<file path="src/rtl/core/mts_pkg.sv">
// ---------------------------------------------------------------------------
// mts_pkg
// shared constants, codes and control structs of the mlfq task scheduler
// ---------------------------------------------------------------------------
package mts_pkg;

  localparam int DEF_LEVEL1_DEPTH = 16;
  localparam int DEF_LEVEL2_DEPTH = 16;
  localparam int DEF_LEVEL3_DEPTH = 16;
  localparam int DEF_ID_WIDTH     = 16;

  localparam int FIELD_ID_W = 16;
  localparam int NEED_W     = 16;
  localparam int RUN_W      = 16;
  localparam int LEVEL_W    = 2;
  localparam int QUANT_W    = 16;
  localparam int COUNT_W    = 5;
  localparam int CFG_IDX_W  = 2;
  localparam int CFG_DATA_W = 16;

  localparam logic ACT_TICK   = 1'b0;
  localparam logic ACT_CREATE = 1'b1;

  localparam logic [LEVEL_W-1:0] LVL_IDLE = 2'd0;
  localparam logic [LEVEL_W-1:0] LVL_1    = 2'd1;
  localparam logic [LEVEL_W-1:0] LVL_2    = 2'd2;
  localparam logic [LEVEL_W-1:0] LVL_3    = 2'd3;

  localparam logic [CFG_IDX_W-1:0] REG_LEVEL1_QUANTUM = 2'd0;
  localparam logic [CFG_IDX_W-1:0] REG_LEVEL2_QUANTUM = 2'd1;

  localparam logic [QUANT_W-1:0] RST_LEVEL1_QUANTUM = 16'd50;
  localparam logic [QUANT_W-1:0] RST_LEVEL2_QUANTUM = 16'd200;

  localparam logic [RUN_W-1:0] RUN_MAX = {RUN_W{1'b1}};

  typedef struct packed {
    logic latch;
    logic exec;
    logic load;
    logic out_load;
  } cmd_t;

  typedef struct packed {
    logic dispatch;
  } sts_t;

  typedef struct packed {
    logic                  admitted;
    logic                  running_valid;
    logic [FIELD_ID_W-1:0] running_task;
    logic [LEVEL_W-1:0]    running_level;
    logic [RUN_W-1:0]      running_ticks;
    logic                  finished_valid;
    logic [FIELD_ID_W-1:0] finished_task;
    logic                  demoted;
    logic [COUNT_W-1:0]    count_level1;
    logic [COUNT_W-1:0]    count_level2;
    logic [COUNT_W-1:0]    count_level3;
  } res_t;

endpackage

</file>
<file path="src/rtl/core/mts_if.sv">
// ---------------------------------------------------------------------------
// mts_if
// valid/ready channel interfaces: item input, result output, config write
// ---------------------------------------------------------------------------
interface mts_in_if
  import mts_pkg::*;
();
  logic                  valid;
  logic                  ready;
  logic                  action;
  logic [FIELD_ID_W-1:0] task_id;
  logic [LEVEL_W-1:0]    task_level;
  logic [NEED_W-1:0]     task_need;

  modport source (output valid, action, task_id, task_level, task_need, input ready);
  modport sink (input valid, action, task_id, task_level, task_need, output ready);
endinterface

interface mts_out_if
  import mts_pkg::*;
();
  logic                  valid;
  logic                  ready;
  logic                  admitted;
  logic                  running_valid;
  logic [FIELD_ID_W-1:0] running_task;
  logic [LEVEL_W-1:0]    running_level;
  logic [RUN_W-1:0]      running_ticks;
  logic                  finished_valid;
  logic [FIELD_ID_W-1:0] finished_task;
  logic                  demoted;
  logic [COUNT_W-1:0]    count_level1;
  logic [COUNT_W-1:0]    count_level2;
  logic [COUNT_W-1:0]    count_level3;

  modport source (
    output valid, admitted, running_valid, running_task, running_level, running_ticks,
           finished_valid, finished_task, demoted, count_level1, count_level2,
           count_level3,
    input  ready
  );
  modport sink (
    input  valid, admitted, running_valid, running_task, running_level, running_ticks,
           finished_valid, finished_task, demoted, count_level1, count_level2,
           count_level3,
    output ready
  );
endinterface

interface mts_cfg_if
  import mts_pkg::*;
();
  logic                  valid;
  logic                  ready;
  logic [CFG_IDX_W-1:0]  index;
  logic [CFG_DATA_W-1:0] data;

  modport source (output valid, index, data, input ready);
  modport sink (input valid, index, data, output ready);
endinterface

</file>
<file path="src/rtl/core/mts_ram.sv">
// ---------------------------------------------------------------------------
// mts_ram
// generic single-write, single-read ram with registered read data
// ---------------------------------------------------------------------------
module mts_ram #(
  parameter int WIDTH = 48,
  parameter int DEPTH = 16
) (
  input  logic                     clk,
  input  logic                     we,
  input  logic [$clog2(DEPTH)-1:0] waddr,
  input  logic [WIDTH-1:0]         wdata,
  input  logic                     re,
  input  logic [$clog2(DEPTH)-1:0] raddr,
  output logic [WIDTH-1:0]         rdata
);

  logic [WIDTH-1:0] mem [DEPTH];

  always_ff @(posedge clk) begin
    if (we) begin
      mem[waddr] <= wdata;
    end
    if (re) begin
      rdata <= mem[raddr];
    end
  end

endmodule

</file>
<file path="src/rtl/core/mts_fifo.sv">
// ---------------------------------------------------------------------------
// mts_fifo
// one priority queue: head/tail/count pointers around a block ram, with a
// bypass for a pop of the entry pushed in the same cycle
// ---------------------------------------------------------------------------
module mts_fifo
  import mts_pkg::*;
#(
  parameter int DEPTH = DEF_LEVEL1_DEPTH,
  parameter int WIDTH = 48
) (
  input  logic               clk,
  input  logic               rst_n,
  input  logic               push,
  input  logic [WIDTH-1:0]   wdata,
  input  logic               pop,
  output logic [WIDTH-1:0]   rdata,
  output logic               full,
  output logic               empty,
  output logic [COUNT_W-1:0] count_lo
);

  localparam int AW = $clog2(DEPTH);
  localparam int CW = $clog2(DEPTH + 1);

  logic [AW-1:0]    head_r, head_nxt;
  logic [AW-1:0]    tail_r, tail_nxt;
  logic [CW-1:0]    cnt_r, cnt_nxt;
  logic             byp_r;
  logic [WIDTH-1:0] hold_r;
  logic [WIDTH-1:0] ram_rdata;

  assign full     = cnt_r == CW'(DEPTH);
  assign empty    = cnt_r == '0;
  assign count_lo = COUNT_W'(cnt_r);
  assign rdata    = byp_r ? hold_r : ram_rdata;

  always_comb begin
    head_nxt = head_r;
    tail_nxt = tail_r;
    cnt_nxt  = cnt_r;
    if (push) begin
      tail_nxt = (tail_r == AW'(DEPTH - 1)) ? '0 : tail_r + AW'(1);
    end
    if (pop) begin
      head_nxt = (head_r == AW'(DEPTH - 1)) ? '0 : head_r + AW'(1);
    end
    case ({push, pop})
      2'b10:   cnt_nxt = cnt_r + CW'(1);
      2'b01:   cnt_nxt = cnt_r - CW'(1);
      default: cnt_nxt = cnt_r;
    endcase
  end

  always_ff @(posedge clk) begin
    if (!rst_n) begin
      head_r <= '0;
      tail_r <= '0;
      cnt_r  <= '0;
      byp_r  <= 1'b0;
    end else begin
      head_r <= head_nxt;
      tail_r <= tail_nxt;
      cnt_r  <= cnt_nxt;
      if (pop) begin
        byp_r <= push && empty;
      end
    end
  end

  always_ff @(posedge clk) begin
    if (pop && push && empty) begin
      hold_r <= wdata;
    end
  end

  mts_ram #(
    .WIDTH (WIDTH),
    .DEPTH (DEPTH)
  ) u_ram (
    .clk   (clk),
    .we    (push),
    .waddr (tail_r),
    .wdata (wdata),
    .re    (pop),
    .raddr (head_r),
    .rdata (ram_rdata)
  );

endmodule

</file>
<file path="src/rtl/core/mts_dp.sv">
// ---------------------------------------------------------------------------
// mts_dp
// scheduler datapath: item and config registers, running task record,
// the three level queues and the result register
// ---------------------------------------------------------------------------
module mts_dp
  import mts_pkg::*;
#(
  parameter int LEVEL1_DEPTH = DEF_LEVEL1_DEPTH,
  parameter int LEVEL2_DEPTH = DEF_LEVEL2_DEPTH,
  parameter int LEVEL3_DEPTH = DEF_LEVEL3_DEPTH,
  parameter int ID_WIDTH     = DEF_ID_WIDTH
) (
  input  logic                  clk,
  input  logic                  rst_n,
  input  cmd_t                  cmd,
  output sts_t                  sts,
  input  logic                  in_action,
  input  logic [FIELD_ID_W-1:0] in_task_id,
  input  logic [LEVEL_W-1:0]    in_task_level,
  input  logic [NEED_W-1:0]     in_task_need,
  input  logic                  cfg_we,
  input  logic [CFG_IDX_W-1:0]  cfg_index,
  input  logic [CFG_DATA_W-1:0] cfg_data,
  output res_t                  res
);

  localparam int REC_W = ID_WIDTH + NEED_W + RUN_W;

  logic                  item_action_r;
  logic [ID_WIDTH-1:0]   item_id_r;
  logic [LEVEL_W-1:0]    item_level_r;
  logic [NEED_W-1:0]     item_need_r;
  logic [QUANT_W-1:0]    q1_r, q2_r;
  logic [LEVEL_W-1:0]    run_lvl_r;
  logic [ID_WIDTH-1:0]   rec_id_r;
  logic [NEED_W-1:0]     rec_need_r;
  logic [RUN_W-1:0]      rec_run_r;
  logic                  adm_r, fin_r, dem_r;
  logic [FIELD_ID_W-1:0] fin_id_r;
  res_t                  res_r;

  logic [2:0]            push, pop, push_g, pop_g, full, empty, nonempty, cr_push, dem_push;
  logic [COUNT_W-1:0]    cnt_lo [3];
  logic [REC_W-1:0]      rd [3];
  logic [REC_W-1:0]      rd_sel, wdata;

  logic                  is_tick, running, fin_c, over1, over2, dem_c, adm_c, idle_after;
  logic [RUN_W-1:0]      run_inc;
  logic [LEVEL_W-1:0]    disp_lvl, exec_lvl, lvl_o;
  logic [ID_WIDTH-1:0]   id_o;
  logic [RUN_W-1:0]      run_o;
  res_t                  res_c;

  assign is_tick = item_action_r == ACT_TICK;
  assign running = run_lvl_r != LVL_IDLE;
  assign run_inc = (rec_run_r == RUN_MAX) ? rec_run_r : rec_run_r + RUN_W'(1);

  assign fin_c = is_tick && running && (run_inc >= rec_need_r);
  assign over1 = is_tick && running && !fin_c && run_lvl_r == LVL_1 && run_inc >= q1_r;
  assign over2 = is_tick && running && !fin_c && run_lvl_r == LVL_2 && run_inc >= q2_r;

  // level-1 overrun falls through to level 3 when level 2 is full
  assign dem_push[0] = 1'b0;
  assign dem_push[1] = over1 && !full[1];
  assign dem_push[2] = (over1 && full[1] && !full[2]) || (over2 && !full[2]);
  assign dem_c       = |dem_push;

  assign cr_push[0] = !is_tick && item_level_r == LVL_1 && !full[0];
  assign cr_push[1] = !is_tick && item_level_r == LVL_2 && !full[1];
  assign cr_push[2] = !is_tick && item_level_r == LVL_3 && !full[2];
  assign adm_c      = |cr_push;

  assign push  = cr_push | dem_push;
  assign wdata = is_tick ? {rec_id_r, rec_need_r, run_inc}
                         : {item_id_r, item_need_r, {RUN_W{1'b0}}};

  assign idle_after = is_tick && (!running || fin_c || dem_c);
  assign nonempty   = ~empty | push;
  assign pop[0]     = idle_after && nonempty[0];
  assign pop[1]     = idle_after && !nonempty[0] && nonempty[1];
  assign pop[2]     = idle_after && !nonempty[0] && !nonempty[1] && nonempty[2];

  assign push_g       = push & {3{cmd.exec}};
  assign pop_g        = pop & {3{cmd.exec}};
  assign sts.dispatch = |pop;

  assign disp_lvl = pop[0] ? LVL_1 : (pop[1] ? LVL_2 : (pop[2] ? LVL_3 : LVL_IDLE));
  assign exec_lvl = idle_after ? LVL_IDLE : run_lvl_r;

  always_comb begin
    case (run_lvl_r)
      LVL_1:   rd_sel = rd[0];
      LVL_2:   rd_sel = rd[1];
      LVL_3:   rd_sel = rd[2];
      default: rd_sel = rd[0];
    endcase
  end

  // result from the exec cycle, or from the dispatch load cycle
  always_comb begin
    if (cmd.load) begin
      lvl_o = run_lvl_r;
      id_o  = rd_sel[REC_W-1 -: ID_WIDTH];
      run_o = rd_sel[RUN_W-1:0];
    end else begin
      lvl_o = exec_lvl;
      id_o  = rec_id_r;
      run_o = (is_tick && running) ? run_inc : rec_run_r;
    end
    res_c.admitted       = cmd.load ? adm_r : adm_c;
    res_c.finished_valid = cmd.load ? fin_r : fin_c;
    res_c.demoted        = cmd.load ? dem_r : dem_c;
    res_c.finished_task  = cmd.load ? fin_id_r
                                    : (fin_c ? FIELD_ID_W'(rec_id_r) : '0);
    res_c.running_valid  = lvl_o != LVL_IDLE;
    res_c.running_level  = lvl_o;
    res_c.running_task   = (lvl_o != LVL_IDLE) ? FIELD_ID_W'(id_o) : '0;
    res_c.running_ticks  = (lvl_o != LVL_IDLE) ? run_o : '0;
    res_c.count_level1   = cnt_lo[0] + COUNT_W'(push_g[0]) - COUNT_W'(pop_g[0]);
    res_c.count_level2   = cnt_lo[1] + COUNT_W'(push_g[1]) - COUNT_W'(pop_g[1]);
    res_c.count_level3   = cnt_lo[2] + COUNT_W'(push_g[2]) - COUNT_W'(pop_g[2]);
  end

  always_ff @(posedge clk) begin
    if (!rst_n) begin
      run_lvl_r <= LVL_IDLE;
      q1_r      <= RST_LEVEL1_QUANTUM;
      q2_r      <= RST_LEVEL2_QUANTUM;
    end else begin
      if (cfg_we) begin
        case (cfg_index)
          REG_LEVEL1_QUANTUM: q1_r <= QUANT_W'(cfg_data);
          REG_LEVEL2_QUANTUM: q2_r <= QUANT_W'(cfg_data);
          default: ;
        endcase
      end
      if (cmd.exec && idle_after) begin
        run_lvl_r <= disp_lvl;
      end
    end
  end

  always_ff @(posedge clk) begin
    if (cmd.latch) begin
      item_action_r <= in_action;
      item_id_r     <= ID_WIDTH'(in_task_id);
      item_level_r  <= in_task_level;
      item_need_r   <= in_task_need;
    end
    if (cmd.exec) begin
      adm_r    <= adm_c;
      fin_r    <= fin_c;
      dem_r    <= dem_c;
      fin_id_r <= fin_c ? FIELD_ID_W'(rec_id_r) : '0;
      if (is_tick && running && !idle_after) begin
        rec_run_r <= run_inc;
      end
    end
    if (cmd.load) begin
      rec_id_r   <= rd_sel[REC_W-1 -: ID_WIDTH];
      rec_need_r <= rd_sel[RUN_W +: NEED_W];
      rec_run_r  <= rd_sel[RUN_W-1:0];
    end
    if (cmd.out_load) begin
      res_r <= res_c;
    end
  end

  assign res = res_r;

  mts_fifo #(.DEPTH(LEVEL1_DEPTH), .WIDTH(REC_W)) u_q1 (
    .clk      (clk),
    .rst_n    (rst_n),
    .push     (push_g[0]),
    .wdata    (wdata),
    .pop      (pop_g[0]),
    .rdata    (rd[0]),
    .full     (full[0]),
    .empty    (empty[0]),
    .count_lo (cnt_lo[0])
  );

  mts_fifo #(.DEPTH(LEVEL2_DEPTH), .WIDTH(REC_W)) u_q2 (
    .clk      (clk),
    .rst_n    (rst_n),
    .push     (push_g[1]),
    .wdata    (wdata),
    .pop      (pop_g[1]),
    .rdata    (rd[1]),
    .full     (full[1]),
    .empty    (empty[1]),
    .count_lo (cnt_lo[1])
  );

  mts_fifo #(.DEPTH(LEVEL3_DEPTH), .WIDTH(REC_W)) u_q3 (
    .clk      (clk),
    .rst_n    (rst_n),
    .push     (push_g[2]),
    .wdata    (wdata),
    .pop      (pop_g[2]),
    .rdata    (rd[2]),
    .full     (full[2]),
    .empty    (empty[2]),
    .count_lo (cnt_lo[2])
  );

endmodule

</file>
<file path="src/rtl/core/mts_ctrl.sv">
// ---------------------------------------------------------------------------
// mts_ctrl
// scheduler controller: item handshake, exec / dispatch-load sequencing and
// result register valid
// ---------------------------------------------------------------------------
module mts_ctrl
  import mts_pkg::*;
(
  input  logic clk,
  input  logic rst_n,
  input  logic in_valid,
  output logic in_ready,
  output logic out_valid,
  input  logic out_ready,
  input  sts_t sts,
  output cmd_t cmd
);

  localparam logic [1:0] S_IDLE = 2'd0;
  localparam logic [1:0] S_EXEC = 2'd1;
  localparam logic [1:0] S_LOAD = 2'd2;

  logic [1:0] state_r, state_nxt;
  logic       out_valid_r, out_valid_nxt;
  logic       out_free;

  assign out_free  = !out_valid_r || out_ready;
  assign in_ready  = state_r == S_IDLE;
  assign out_valid = out_valid_r;

  always_comb begin
    cmd       = '0;
    state_nxt = state_r;
    case (state_r)
      S_IDLE: begin
        if (in_valid) begin
          cmd.latch = 1'b1;
          state_nxt = S_EXEC;
        end
      end
      S_EXEC: begin
        if (sts.dispatch) begin
          cmd.exec  = 1'b1;
          state_nxt = S_LOAD;
        end else if (out_free) begin
          cmd.exec     = 1'b1;
          cmd.out_load = 1'b1;
          state_nxt    = S_IDLE;
        end
      end
      S_LOAD: begin
        if (out_free) begin
          cmd.load     = 1'b1;
          cmd.out_load = 1'b1;
          state_nxt    = S_IDLE;
        end
      end
      default: state_nxt = S_IDLE;
    endcase
    out_valid_nxt = cmd.out_load ? 1'b1 : (out_ready ? 1'b0 : out_valid_r);
  end

  always_ff @(posedge clk) begin
    if (!rst_n) begin
      state_r     <= S_IDLE;
      out_valid_r <= 1'b0;
    end else begin
      state_r     <= state_nxt;
      out_valid_r <= out_valid_nxt;
    end
  end

endmodule

</file>
<file path="src/rtl/core/mlfq_task_scheduler_core.sv">
// ---------------------------------------------------------------------------
// mlfq_task_scheduler_core
// three-level feedback task scheduler with queues in block ram
// ---------------------------------------------------------------------------
// One item is handled at a time. A create, or a tick that starts no queued
// task, loads its result register from its exec state; a tick that dispatches
// a queued task goes on to a load state for the registered read of that
// level's queue ram. The next item is accepted in the cycle after the result
// register is loaded, while that beat may still wait for out ready; a full
// result register holds the following item in its exec cycle, or, for a tick
// that dispatches, in its load cycle after the queue pop. Config writes are
// always ready and take effect once registered, also on an item in flight.
module mlfq_task_scheduler_core
  import mts_pkg::*;
#(
  parameter int LEVEL1_DEPTH = DEF_LEVEL1_DEPTH,
  parameter int LEVEL2_DEPTH = DEF_LEVEL2_DEPTH,
  parameter int LEVEL3_DEPTH = DEF_LEVEL3_DEPTH,
  parameter int ID_WIDTH     = DEF_ID_WIDTH
) (
  input logic       clk,
  input logic       rst_n,
  mts_in_if.sink    in_ch,
  mts_out_if.source out_ch,
  mts_cfg_if.sink   cfg_ch
);

  cmd_t cmd;
  sts_t sts;
  res_t res;

  assign cfg_ch.ready = 1'b1;

  mts_ctrl u_ctrl (
    .clk       (clk),
    .rst_n     (rst_n),
    .in_valid  (in_ch.valid),
    .in_ready  (in_ch.ready),
    .out_valid (out_ch.valid),
    .out_ready (out_ch.ready),
    .sts       (sts),
    .cmd       (cmd)
  );

  mts_dp #(
    .LEVEL1_DEPTH (LEVEL1_DEPTH),
    .LEVEL2_DEPTH (LEVEL2_DEPTH),
    .LEVEL3_DEPTH (LEVEL3_DEPTH),
    .ID_WIDTH     (ID_WIDTH)
  ) u_dp (
    .clk           (clk),
    .rst_n         (rst_n),
    .cmd           (cmd),
    .sts           (sts),
    .in_action     (in_ch.action),
    .in_task_id    (in_ch.task_id),
    .in_task_level (in_ch.task_level),
    .in_task_need  (in_ch.task_need),
    .cfg_we        (cfg_ch.valid && cfg_ch.ready),
    .cfg_index     (cfg_ch.index),
    .cfg_data      (cfg_ch.data),
    .res           (res)
  );

  assign out_ch.admitted       = res.admitted;
  assign out_ch.running_valid  = res.running_valid;
  assign out_ch.running_task   = res.running_task;
  assign out_ch.running_level  = res.running_level;
  assign out_ch.running_ticks  = res.running_ticks;
  assign out_ch.finished_valid = res.finished_valid;
  assign out_ch.finished_task  = res.finished_task;
  assign out_ch.demoted        = res.demoted;
  assign out_ch.count_level1   = res.count_level1;
  assign out_ch.count_level2   = res.count_level2;
  assign out_ch.count_level3   = res.count_level3;

endmodule

</file>
<file path="src/flat_wrapper.sv">
// flat-port wrapper written by rule: the top's interface ports become plain ports
module mlfq_task_scheduler_core_flat import mts_pkg::*;
#(
  parameter int LEVEL1_DEPTH = DEF_LEVEL1_DEPTH,
  parameter int LEVEL2_DEPTH = DEF_LEVEL2_DEPTH,
  parameter int LEVEL3_DEPTH = DEF_LEVEL3_DEPTH,
  parameter int ID_WIDTH     = DEF_ID_WIDTH
)
  (clk, rst_n, in_ch_valid, in_ch_action, in_ch_task_id, in_ch_task_level, in_ch_task_need, in_ch_ready, out_ch_valid, out_ch_admitted, out_ch_running_valid, out_ch_running_task, out_ch_running_level, out_ch_running_ticks, out_ch_finished_valid, out_ch_finished_task, out_ch_demoted, out_ch_count_level1, out_ch_count_level2, out_ch_count_level3, out_ch_ready, cfg_ch_valid, cfg_ch_index, cfg_ch_data, cfg_ch_ready);
  mts_in_if in_ch_i ();
  mts_out_if out_ch_i ();
  mts_cfg_if cfg_ch_i ();
  input logic clk;
  input logic rst_n;
  input wire logic [$bits(in_ch_i.valid)-1:0] in_ch_valid;
  input wire logic [$bits(in_ch_i.action)-1:0] in_ch_action;
  input wire logic [$bits(in_ch_i.task_id)-1:0] in_ch_task_id;
  input wire logic [$bits(in_ch_i.task_level)-1:0] in_ch_task_level;
  input wire logic [$bits(in_ch_i.task_need)-1:0] in_ch_task_need;
  output wire logic [$bits(in_ch_i.ready)-1:0] in_ch_ready;
  output wire logic [$bits(out_ch_i.valid)-1:0] out_ch_valid;
  output wire logic [$bits(out_ch_i.admitted)-1:0] out_ch_admitted;
  output wire logic [$bits(out_ch_i.running_valid)-1:0] out_ch_running_valid;
  output wire logic [$bits(out_ch_i.running_task)-1:0] out_ch_running_task;
  output wire logic [$bits(out_ch_i.running_level)-1:0] out_ch_running_level;
  output wire logic [$bits(out_ch_i.running_ticks)-1:0] out_ch_running_ticks;
  output wire logic [$bits(out_ch_i.finished_valid)-1:0] out_ch_finished_valid;
  output wire logic [$bits(out_ch_i.finished_task)-1:0] out_ch_finished_task;
  output wire logic [$bits(out_ch_i.demoted)-1:0] out_ch_demoted;
  output wire logic [$bits(out_ch_i.count_level1)-1:0] out_ch_count_level1;
  output wire logic [$bits(out_ch_i.count_level2)-1:0] out_ch_count_level2;
  output wire logic [$bits(out_ch_i.count_level3)-1:0] out_ch_count_level3;
  input wire logic [$bits(out_ch_i.ready)-1:0] out_ch_ready;
  input wire logic [$bits(cfg_ch_i.valid)-1:0] cfg_ch_valid;
  input wire logic [$bits(cfg_ch_i.index)-1:0] cfg_ch_index;
  input wire logic [$bits(cfg_ch_i.data)-1:0] cfg_ch_data;
  output wire logic [$bits(cfg_ch_i.ready)-1:0] cfg_ch_ready;
  assign in_ch_i.valid = in_ch_valid;
  assign in_ch_i.action = in_ch_action;
  assign in_ch_i.task_id = in_ch_task_id;
  assign in_ch_i.task_level = in_ch_task_level;
  assign in_ch_i.task_need = in_ch_task_need;
  assign in_ch_ready = in_ch_i.ready;
  assign out_ch_valid = out_ch_i.valid;
  assign out_ch_admitted = out_ch_i.admitted;
  assign out_ch_running_valid = out_ch_i.running_valid;
  assign out_ch_running_task = out_ch_i.running_task;
  assign out_ch_running_level = out_ch_i.running_level;
  assign out_ch_running_ticks = out_ch_i.running_ticks;
  assign out_ch_finished_valid = out_ch_i.finished_valid;
  assign out_ch_finished_task = out_ch_i.finished_task;
  assign out_ch_demoted = out_ch_i.demoted;
  assign out_ch_count_level1 = out_ch_i.count_level1;
  assign out_ch_count_level2 = out_ch_i.count_level2;
  assign out_ch_count_level3 = out_ch_i.count_level3;
  assign out_ch_i.ready = out_ch_ready;
  assign cfg_ch_i.valid = cfg_ch_valid;
  assign cfg_ch_i.index = cfg_ch_index;
  assign cfg_ch_i.data = cfg_ch_data;
  assign cfg_ch_ready = cfg_ch_i.ready;
  mlfq_task_scheduler_core #(.LEVEL1_DEPTH(LEVEL1_DEPTH), .LEVEL2_DEPTH(LEVEL2_DEPTH), .LEVEL3_DEPTH(LEVEL3_DEPTH), .ID_WIDTH(ID_WIDTH)) u_core (.clk(clk), .rst_n(rst_n), .in_ch(in_ch_i), .out_ch(out_ch_i), .cfg_ch(cfg_ch_i));
endmodule
</file>
<file path="config.mk">
export PLATFORM = sky130hd
export DESIGN_NAME = mlfq_task_scheduler_core_flat
export DESIGN_NICKNAME = d
export VERILOG_FILES = /design/src/rtl/core/mts_pkg.sv /design/src/rtl/core/mts_if.sv /design/src/rtl/core/mts_ram.sv /design/src/rtl/core/mts_fifo.sv /design/src/rtl/core/mts_dp.sv /design/src/rtl/core/mts_ctrl.sv /design/src/rtl/core/mlfq_task_scheduler_core.sv /design/src/flat_wrapper.sv
export SDC_FILE = /design/constraint.sdc
export NUM_CORES = 2
export LEC_CHECK = 0
export BUFFER_PORTS_ARGS = -buffer_cell sky130_fd_sc_hd__clkbuf_2
export CORE_AREA = 2 2 493 495
export DETAILED_ROUTE_END_ITERATION = 6
export DIE_AREA = 0 0 495 497
export PLACE_DENSITY = 0.67
export SETUP_SLACK_MARGIN = 0.02
export SYNTH_ARGS = -nofsm -noshare
export SYNTH_HDL_FRONTEND = slang
export SYNTH_SLANG_ARGS = --single-unit
</file>
<file path="constraint.sdc">
create_clock -name clk -period 9.5 [get_ports clk]
set_input_delay 0.95 -clock clk [delete_from_list [all_inputs] [get_ports clk]]
set_output_delay 0.95 -clock clk [all_outputs]
set_load 0.05 [all_outputs]
</file>
Word level (Yosys, flattened, before mapping) --
Memory sizes are Yosys's and may differ from the RTL's. A register that Yosys moved wholly into a read port is not among the register bits. Cells that the tools add are included.
Storage, ports and cells: word-level logic and storage cells 217, RAM bits 2304, bits in registers 394, memories kept 3
Operators by class: add/sub/neg operators 19, order comparisons 3, multiplexer cells 52, reductions and logical operators 66, bitwise logic cells 6, equal/unequal tests 26
Memories:
- u_core.u_dp.u_q1.u_ram.mem | depth 16, bits a word 48, rd ports 1, clocked after Yosys merged registers in 1, write ports 1, line mts_ram.sv:18 | logic [WIDTH-1:0] mem [DEPTH];
- u_core.u_dp.u_q2.u_ram.mem | depth 16, bits a word 48, rd ports 1, clocked after Yosys merged registers in 1, write ports 1, line mts_ram.sv:18
- u_core.u_dp.u_q3.u_ram.mem | depth 16, bits a word 48, rd ports 1, clocked after Yosys merged registers in 1, write ports 1, line mts_ram.sv:18
Operators by type and width (number):
- $mux W48 | 4
- $mux W16 | 9
- $pmux W48 S2 | 1
- $ge A16 B16 Y1 | 3
- $logic_and A1 B1 Y1 | 34
- $pmux W5 S2 | 3
- $add A4 B1 Y4 const B | 6
- $eq A4 B4 Y1 const B | 6
- $mux W4 | 6
- $mux W1 | 18
- $mux W2 | 9
- $add A16 B1 Y16 const B | 1
- $eq A16 B16 Y1 const B | 1
- $eq A2 B2 Y1 const B | 8
- $reduce_bool A2 Y1 | 8
- $add A5 B1 Y5 | 3
- $add A5 B1 Y5 const B | 3
- $eq A5 B5 Y1 const B | 3
- $logic_not A5 Y1 | 3
- $sub A5 B1 Y5 | 3
- $sub A5 B1 Y5 const B | 3
- $eq A2 B1 Y1 const B | 7
- $logic_not A1 Y1 | 9
- $and A3 B3 Y3 | 2
- other kinds (11) | 19

Logic depth before layout (Yosys ltp) --
depth in word-level cells 23, gate-level depth with buffers 31, depth with buffers taken out 29

By module --
Synthesis repeated with hierarchy kept, for this count alone.
Second synthesis, totals: cells, all modules 5450, area, all modules 110592.3 um2
Modules (own cells, without submodules):
- mts_ram (u_core.u_dp.u_q2.u_ram ...) | cells an instance 1242, times used 2, area each 30175.2 um2, seq. area each 24503.5 um2
- mts_ram (u_core.u_dp.u_q1.u_ram) | cells an instance 1242, times used 1, area each 30171.4 um2, seq. area each 24503.5 um2
- mts_dp | cells an instance 1089, times used 1, area each 11217.0 um2, seq. area each 5655.4 um2
- mts_fifo | cells an instance 201, times used 3, area each 2857.7 um2, seq. area each 1721.7 um2
- mts_ctrl | cells an instance 30, times used 1, area each 269.0 um2, seq. area each 60.1 um2
- mlfq_task_scheduler_core | cells an instance 2, times used 1, area each 11.3 um2, seq. area each 0.0 um2

Worst setup path after synthesis --
OpenSTA, ideal clock, no wires.
path kind register -> register, from reg u_core.u_dp.rec_run_r[0], to mem u_core.u_dp.u_q2.u_ram.mem[3][0] (enable), path buffers 1, clock period less this slack 7.807 ns, required time 8.987 ns, cell stages (with the launch flop) 20, arrival time 7.294 ns, setup slack 1.693 ns, cells stage by stage edfxtp_1 ha_1 nand3_1 nor3_1 nand4_1 nor3_1 nor2_1 and3_1 nand3_1 xor2_1 inv_1 ha_1 nand4_1 a2111oi_2 a211oi_1 o311a_2 a211oi_2 buf_6 o211ai_1 nor3_1
On the way: longest elaborated chain between the ends 23, elaborated cells on any way between the ends 36, those cells by class add/sub: 1; order compare: 3; eq/ne: 1; mux: 5; bitwise: 3; reduce/logical: 23
RTL lines:
- start, declared | line mts_dp.sv:38 | logic [RUN_W-1:0] rec_run_r;
- start signal, assigned | line mts_dp.sv:157 | rec_run_r <= run_inc;
- start signal, assigned | line mts_dp.sv:163 | rec_run_r <= rd_sel[RUN_W-1:0];
- $add A16 B1 Y16 / $eq A16 B16 Y1 (equally long branches) | line mts_dp.sv:57 | assign run_inc = (rec_run_r == RUN_MAX) ? rec_run_r : rec_run_r + RUN_W'(1);
- $mux W16 * | line mts_dp.sv:57
- $ge A16 B16 Y1 | line mts_dp.sv:59 | assign fin_c = is_tick && running && (run_inc >= rec_need_r);
- $logic_and A1 B1 Y1 | line mts_dp.sv:59
- $logic_not A1 Y1 | line mts_dp.sv:60, mts_dp.sv:61
- $logic_and A1 B1 Y1 | line mts_dp.sv:60, mts_dp.sv:61
- $logic_and A1 B1 Y1 (2 in series) | line mts_dp.sv:60 | assign over1 = is_tick && running && !fin_c && run_lvl_r == LVL_1 && run_inc >= q1_r;
- $logic_and A1 B1 Y1 (2 in series) | line mts_dp.sv:66 | assign dem_push[2] = (over1 && full[1] && !full[2]) || (over2 && !full[2]);
- [4 not listed]
- $logic_and A1 B1 Y1 | line mts_dp.sv:81, mts_dp.sv:82
- $logic_and A1 B1 Y1 (2 in series) | line mts_dp.sv:82 | assign pop[2] = idle_after && !nonempty[0] && !nonempty[1] && nonempty[2];
- $reduce_or A3 Y1 | line mts_dp.sv:86 | assign sts.dispatch = |pop;
- $mux W1 | line mts_ctrl.sv:42 | if (sts.dispatch) begin
- $mux W1 | line mts_ctrl.sv:34 | case (state_r)
- $and A3 B3 Y3 * | line mts_dp.sv:84 | assign push_g = push & {3{cmd.exec}};
- $mux W1 * | line mts_ram.sv:21 | if (we) begin
- $mux W1 (not written as such) * | line mts_ram.sv:22 | mem[waddr] <= wdata;
- end, declared | line mts_ram.sv:18
Every way passes the cells marked *; elsewhere a longest branch is shown, timed or not.

Worst setup path in the final report --
from reg u_core.u_dp.rec_run_r[0], to mem u_core.u_dp.u_q3.u_ram.mem[8][19] (enable)
On the way: longest elaborated chain between the ends 23, elaborated cells on any way between the ends 36, those cells by class add/sub: 1; order compare: 3; eq/ne: 1; mux: 5; bitwise: 3; reduce/logical: 23
RTL lines (line):
- $add A16 B1 Y16 / $eq A16 B16 Y1 (equally long branches) | mts_dp.sv:57
- $mux W16 * | mts_dp.sv:57
- $ge A16 B16 Y1 | mts_dp.sv:59
- $logic_and A1 B1 Y1 | mts_dp.sv:59
- $logic_not A1 Y1 | mts_dp.sv:60, mts_dp.sv:61
- $logic_and A1 B1 Y1 | mts_dp.sv:60, mts_dp.sv:61
- $logic_and A1 B1 Y1 (2 in series) | mts_dp.sv:60
- $logic_and A1 B1 Y1 (2 in series) | mts_dp.sv:66
- [4 not listed]
- $logic_and A1 B1 Y1 | mts_dp.sv:81, mts_dp.sv:82
- $logic_and A1 B1 Y1 (2 in series) | mts_dp.sv:82
- $reduce_or A3 Y1 | mts_dp.sv:86
- $mux W1 | mts_ctrl.sv:42
- $mux W1 | mts_ctrl.sv:34
- $and A3 B3 Y3 * | mts_dp.sv:84
- $mux W1 * | mts_ram.sv:21
- $mux W1 (not written as such) * | mts_ram.sv:22
- end, declared | mts_ram.sv:18
Marks and branches as above.

==> results by group <==
Job
  – Max-Cap Viols: 0

Logic synthesis
  – Syn Inst Count: a little over 5000
  – Mean post-synth cell area: around 22 sq um
  – Yosys warns: 0
  – Post-synth EDFFs: between 2000 and 3000
  – Area leader, netlist: edfxtp_1
  – Commonest cells in the netlist: 2747 x edfxtp_1, 720 x mux4_2, 182 x clkbuf_1
  – Syn_nets: 5278
  – Count of cell types in the netlist: 70
  – Yosys top cell area share: roughly 75%
  – Synthesized area: approximately 0.11 sq mm
  – Top_reg_cell synth: edfxtp_1
  – Sequential fraction of the synthesis area: around 77%
  – Ranking of synthesized cells by area: edfxtp_1 75%, mux4_2 15%, dfxtp_1 1.7%
  – Seq cells post-synth: 2842
  – Async S/R FF share, synth: 0%
  – Most frequent cell after synthesis: edfxtp_1

Setup path
  – CP Launch Point: u_core.u_dp.rec_run_r[0]
  – Worst r2r src: u_core.u_dp.rec_run_r[0]
  – Startpoint class of the critical path: register
  – Cell breakdown of the critical path: ha_1, nand3_1, nor3_1, nand4_1, nor3_1, nor2_1, and3_1, nand3_1, xor2_1, inv_1, ha_1, o211ai_1, nor3_1, a211oi_1, nor4_1, nand2_2, a211oi_2, o21ai_1, inv_1, and3_4
  – Critical path's slowest cell: and3_4
  – Slowest Stage Delay on Critical Path: roughly 0.95 ns
  – CP arrival: ~8.4 ns
  – Critical Path RT: ~10 ns
  – Critical-path maximum fanout: between 40 and 50
  – Reg-to-reg slack, setup: between 1.5 and 2 ns
  – CP endpoint kind: register
  – Most used cell, CP: nor3_1
  – Crit path kind: register to register

Placement
  – Placed cell areas: ~0.12 sq mm
  – RD Place Congestion: 0.912
  – Detail Placement HPWL: between 150000 and 200000 um
  – Port bufs: roughly 130

Global route
  – Tot GR Track Use: between 20% and 30%
  – Vias in the first global route: around 52000
  – Overflow after GRT: 0
  – Initial antenna violation count: 25
  – Largest net degree at the start of global routing: about 150
  – First-pass GRT wire length: 399000 um

CTS
  – Clock root buffer: clkbuf_16
  – Post-CTS Setup Bufs: 0
  – Clock buffer depth: 4
  – CTS tree: yes
  – CTS Hold Buffers Added: 0
  – Post-CTS sizing: 0
  – CTS clock-pin slew for the worst setup and hold paths: approximately 0.060 ns
  – Total clock sinks: 2842
  – H-Tree Depth: 5
  – Inserted Clock Buffers: 302
  – Worst-skew pair later-pin latency: 0.94 ns

Detailed routing
  – ANT nets after route: 0
  – Vias/cell: around 6.0
  – Final WL: roughly 280000 um
  – DRT iter0 DRCs: 6575
  – Per-cell routed wire length: 32.3 um
  – First-pass iteration count of the detailed router: 7
  – Drc violations: 2
  – Routed vias: 53000

Power and ir drop
  – Combinational Power Share: roughly 3.7%
  – Internal power: about 0.021 W
  – Peak supply drop: 184 uV
  – Power Density: ~210 mW/mm^2
  – Switch share: a little over a fifth
  – Seq pwr share: between 50 and 60%
  – Static leakage: 38.5 nW
  – P_sw: roughly 0.0055 W
  – Clock share of power: 42.7%

Floorplan
  – Die ar.: ~0.25 sq mm
  – Die Height: 497 um
  – Area of the core: 0.240 sq mm
  – Initial Util: between 40% and 50%
  – IO Pins: 130
  – Num rows: 180
  – DIE WIDTH: 495 um

Final layout
  – Share of cells above drive strength 1: about 28%
  – Area delta synth->final: 13.1%
  – Multi-input logic area: 0.0249 sq mm
  – Reg area: 0.0845 sq mm
  – Final Instance Area: ~0.12 sq mm
  – Fillers: roughly 18000
  – Nets@finish: between 5000 and 6000

Timing
  – Setup-violating endpoint count in the final report: 0
  – Worst-margin pin slew: 1.30 ns
  – Final setup skew: 0.0692 ns
  – Fin crit share: slightly above 80%
  – RSZ-0062 raised after global routing: no
  – Final Max Tran Viols: 0
  – Fin. Hold Viols: 0
  – Worst rel slew slack: a little over an eighth
  – Max Clock Freq: 0.127 GHz
  – Final Critical Period: between 7 and 8 ns
  – Post-route setup TNS: 0 ns

Outcome
  – Outcome: complete, but fails checks
  – Failing checks: design-rule violations

Min path
  – Worst Hold Class: primary input to register
  – Critical hold path startpoint: in_ch_task_need[10]
-- path summary, 6_finish.rpt --
path,to,cells past startpoint
worst max-delay path,u_core.u_dp.u_q3.u_ram.mem[8][19],20
worst min register to register,u_core.u_dp.q2_r[10],2
worst max register to register,u_core.u_dp.u_q3.u_ram.mem[8][19],20
worst min-delay path,u_core.u_dp.item_need_r[10],1
-- critical path: cells and delay by family (launching register included) --
kind	cells	cell delay, ns
fa+ha+maj	2	0.57
xor+xnor	1	0.34
buf+inv	2	1.01
simple gates	11	3.83
compound gates	4	1.18
flops	1	0.44
-- sequential cells by signal (all words and copies together), names as in the netlist, 48 cells and up --
register,count
u_core.u_dp.u_q3.hold_r,48
u_core.u_dp.u_q3.u_ram.rdata,48
u_core.u_dp.u_q1.hold_r,48
u_core.u_dp.u_q1.u_ram.rdata,48
u_core.u_dp.u_q1.u_ram.mem,768
u_core.u_dp.u_q2.hold_r,48
u_core.u_dp.u_q3.u_ram.mem,768
u_core.u_dp.u_q2.u_ram.rdata,48
u_core.u_dp.u_q2.u_ram.mem,768
u_core.u_dp.res,69
-- power by group through the flow --
stage | sequential, W | combinational (W) | clock (W)
6_report | 0.0141 | 0.000974 | 0.0112
5_1_grt | 0.0141 | 0.00103 | 0.0119
4_1_cts | 0.0141 | 0.000971 | 0.0114
3_5_place_dp | 0.0144 | 0.000970 | 0
3_3_place_gp | 0.0144 | 0.000938 | 0
2_1_floorplan | 0.0144 | 0.000470 | 0
-- stage by stage --
step	power, W	worst slack [ns]	instances	util, %	hold WS (ns)
floorplan	0.0149	1.69	5113	-	0.436
global placement	0.0153	1.94	8279	48.0	0.443
detailed placement	0.0154	1.83	8279	48.0	0.451
CTS	0.0265	1.78	8794	51.9	0.137
global route	0.0270	1.18	8795	51.9	0.168
finish	0.0263	1.62	8801	51.9	0.197
-- layer usage --
| metal | GRT usage [%] | routed length (um) |
|---|---|---|
| met2 | 36.0 | 136000 |
| met5 | 0 | 13 |
| met1 | 32.3 | 114000 |
| met4 | 7.30 | 9530 |
| met3 | 4.69 | 24100 |
-- cell usage in the layout (no fill, tap or decap), types with 58 or more instances in the layout --
master     instances
clkbuf_1          58
dfxtp_1           78
ha_1             101
buf_4            108
clkbuf_2         128
mux4_2           720
a21oi_1          142
nor2_1           128
mux2i_1          118
inv_1            109
clkbuf_16        310
nand2_1          168
edfxtp_1        2747
-- area by class of cell --
type | instances | area share, %
Multi-Input combinational cell | 1900 | 20.0
Clock inverter | 139 | 0.965
Sequential cell | 2842 | 67.8
Antenna cell | 7 | 0.0141
Timing Repair Buffer | 240 | 1.23
Clock buffer | 376 | 6.49
Tap cell | 3185 | 3.20
Inverter | 112 | 0.339
-- cell families after synthesis --
family,count (synthesis),share of synthesized area (%)
fa+ha+maj,107,1.26
mux,893,16.4
other cells,1,0.00340
xor+xnor,46,0.366
simple gates,518,2.19
compound gates,335,1.92
buf+inv,371,1.31
flops,2842,76.6
Note: power is estimated with default switching activity, not from simulation.
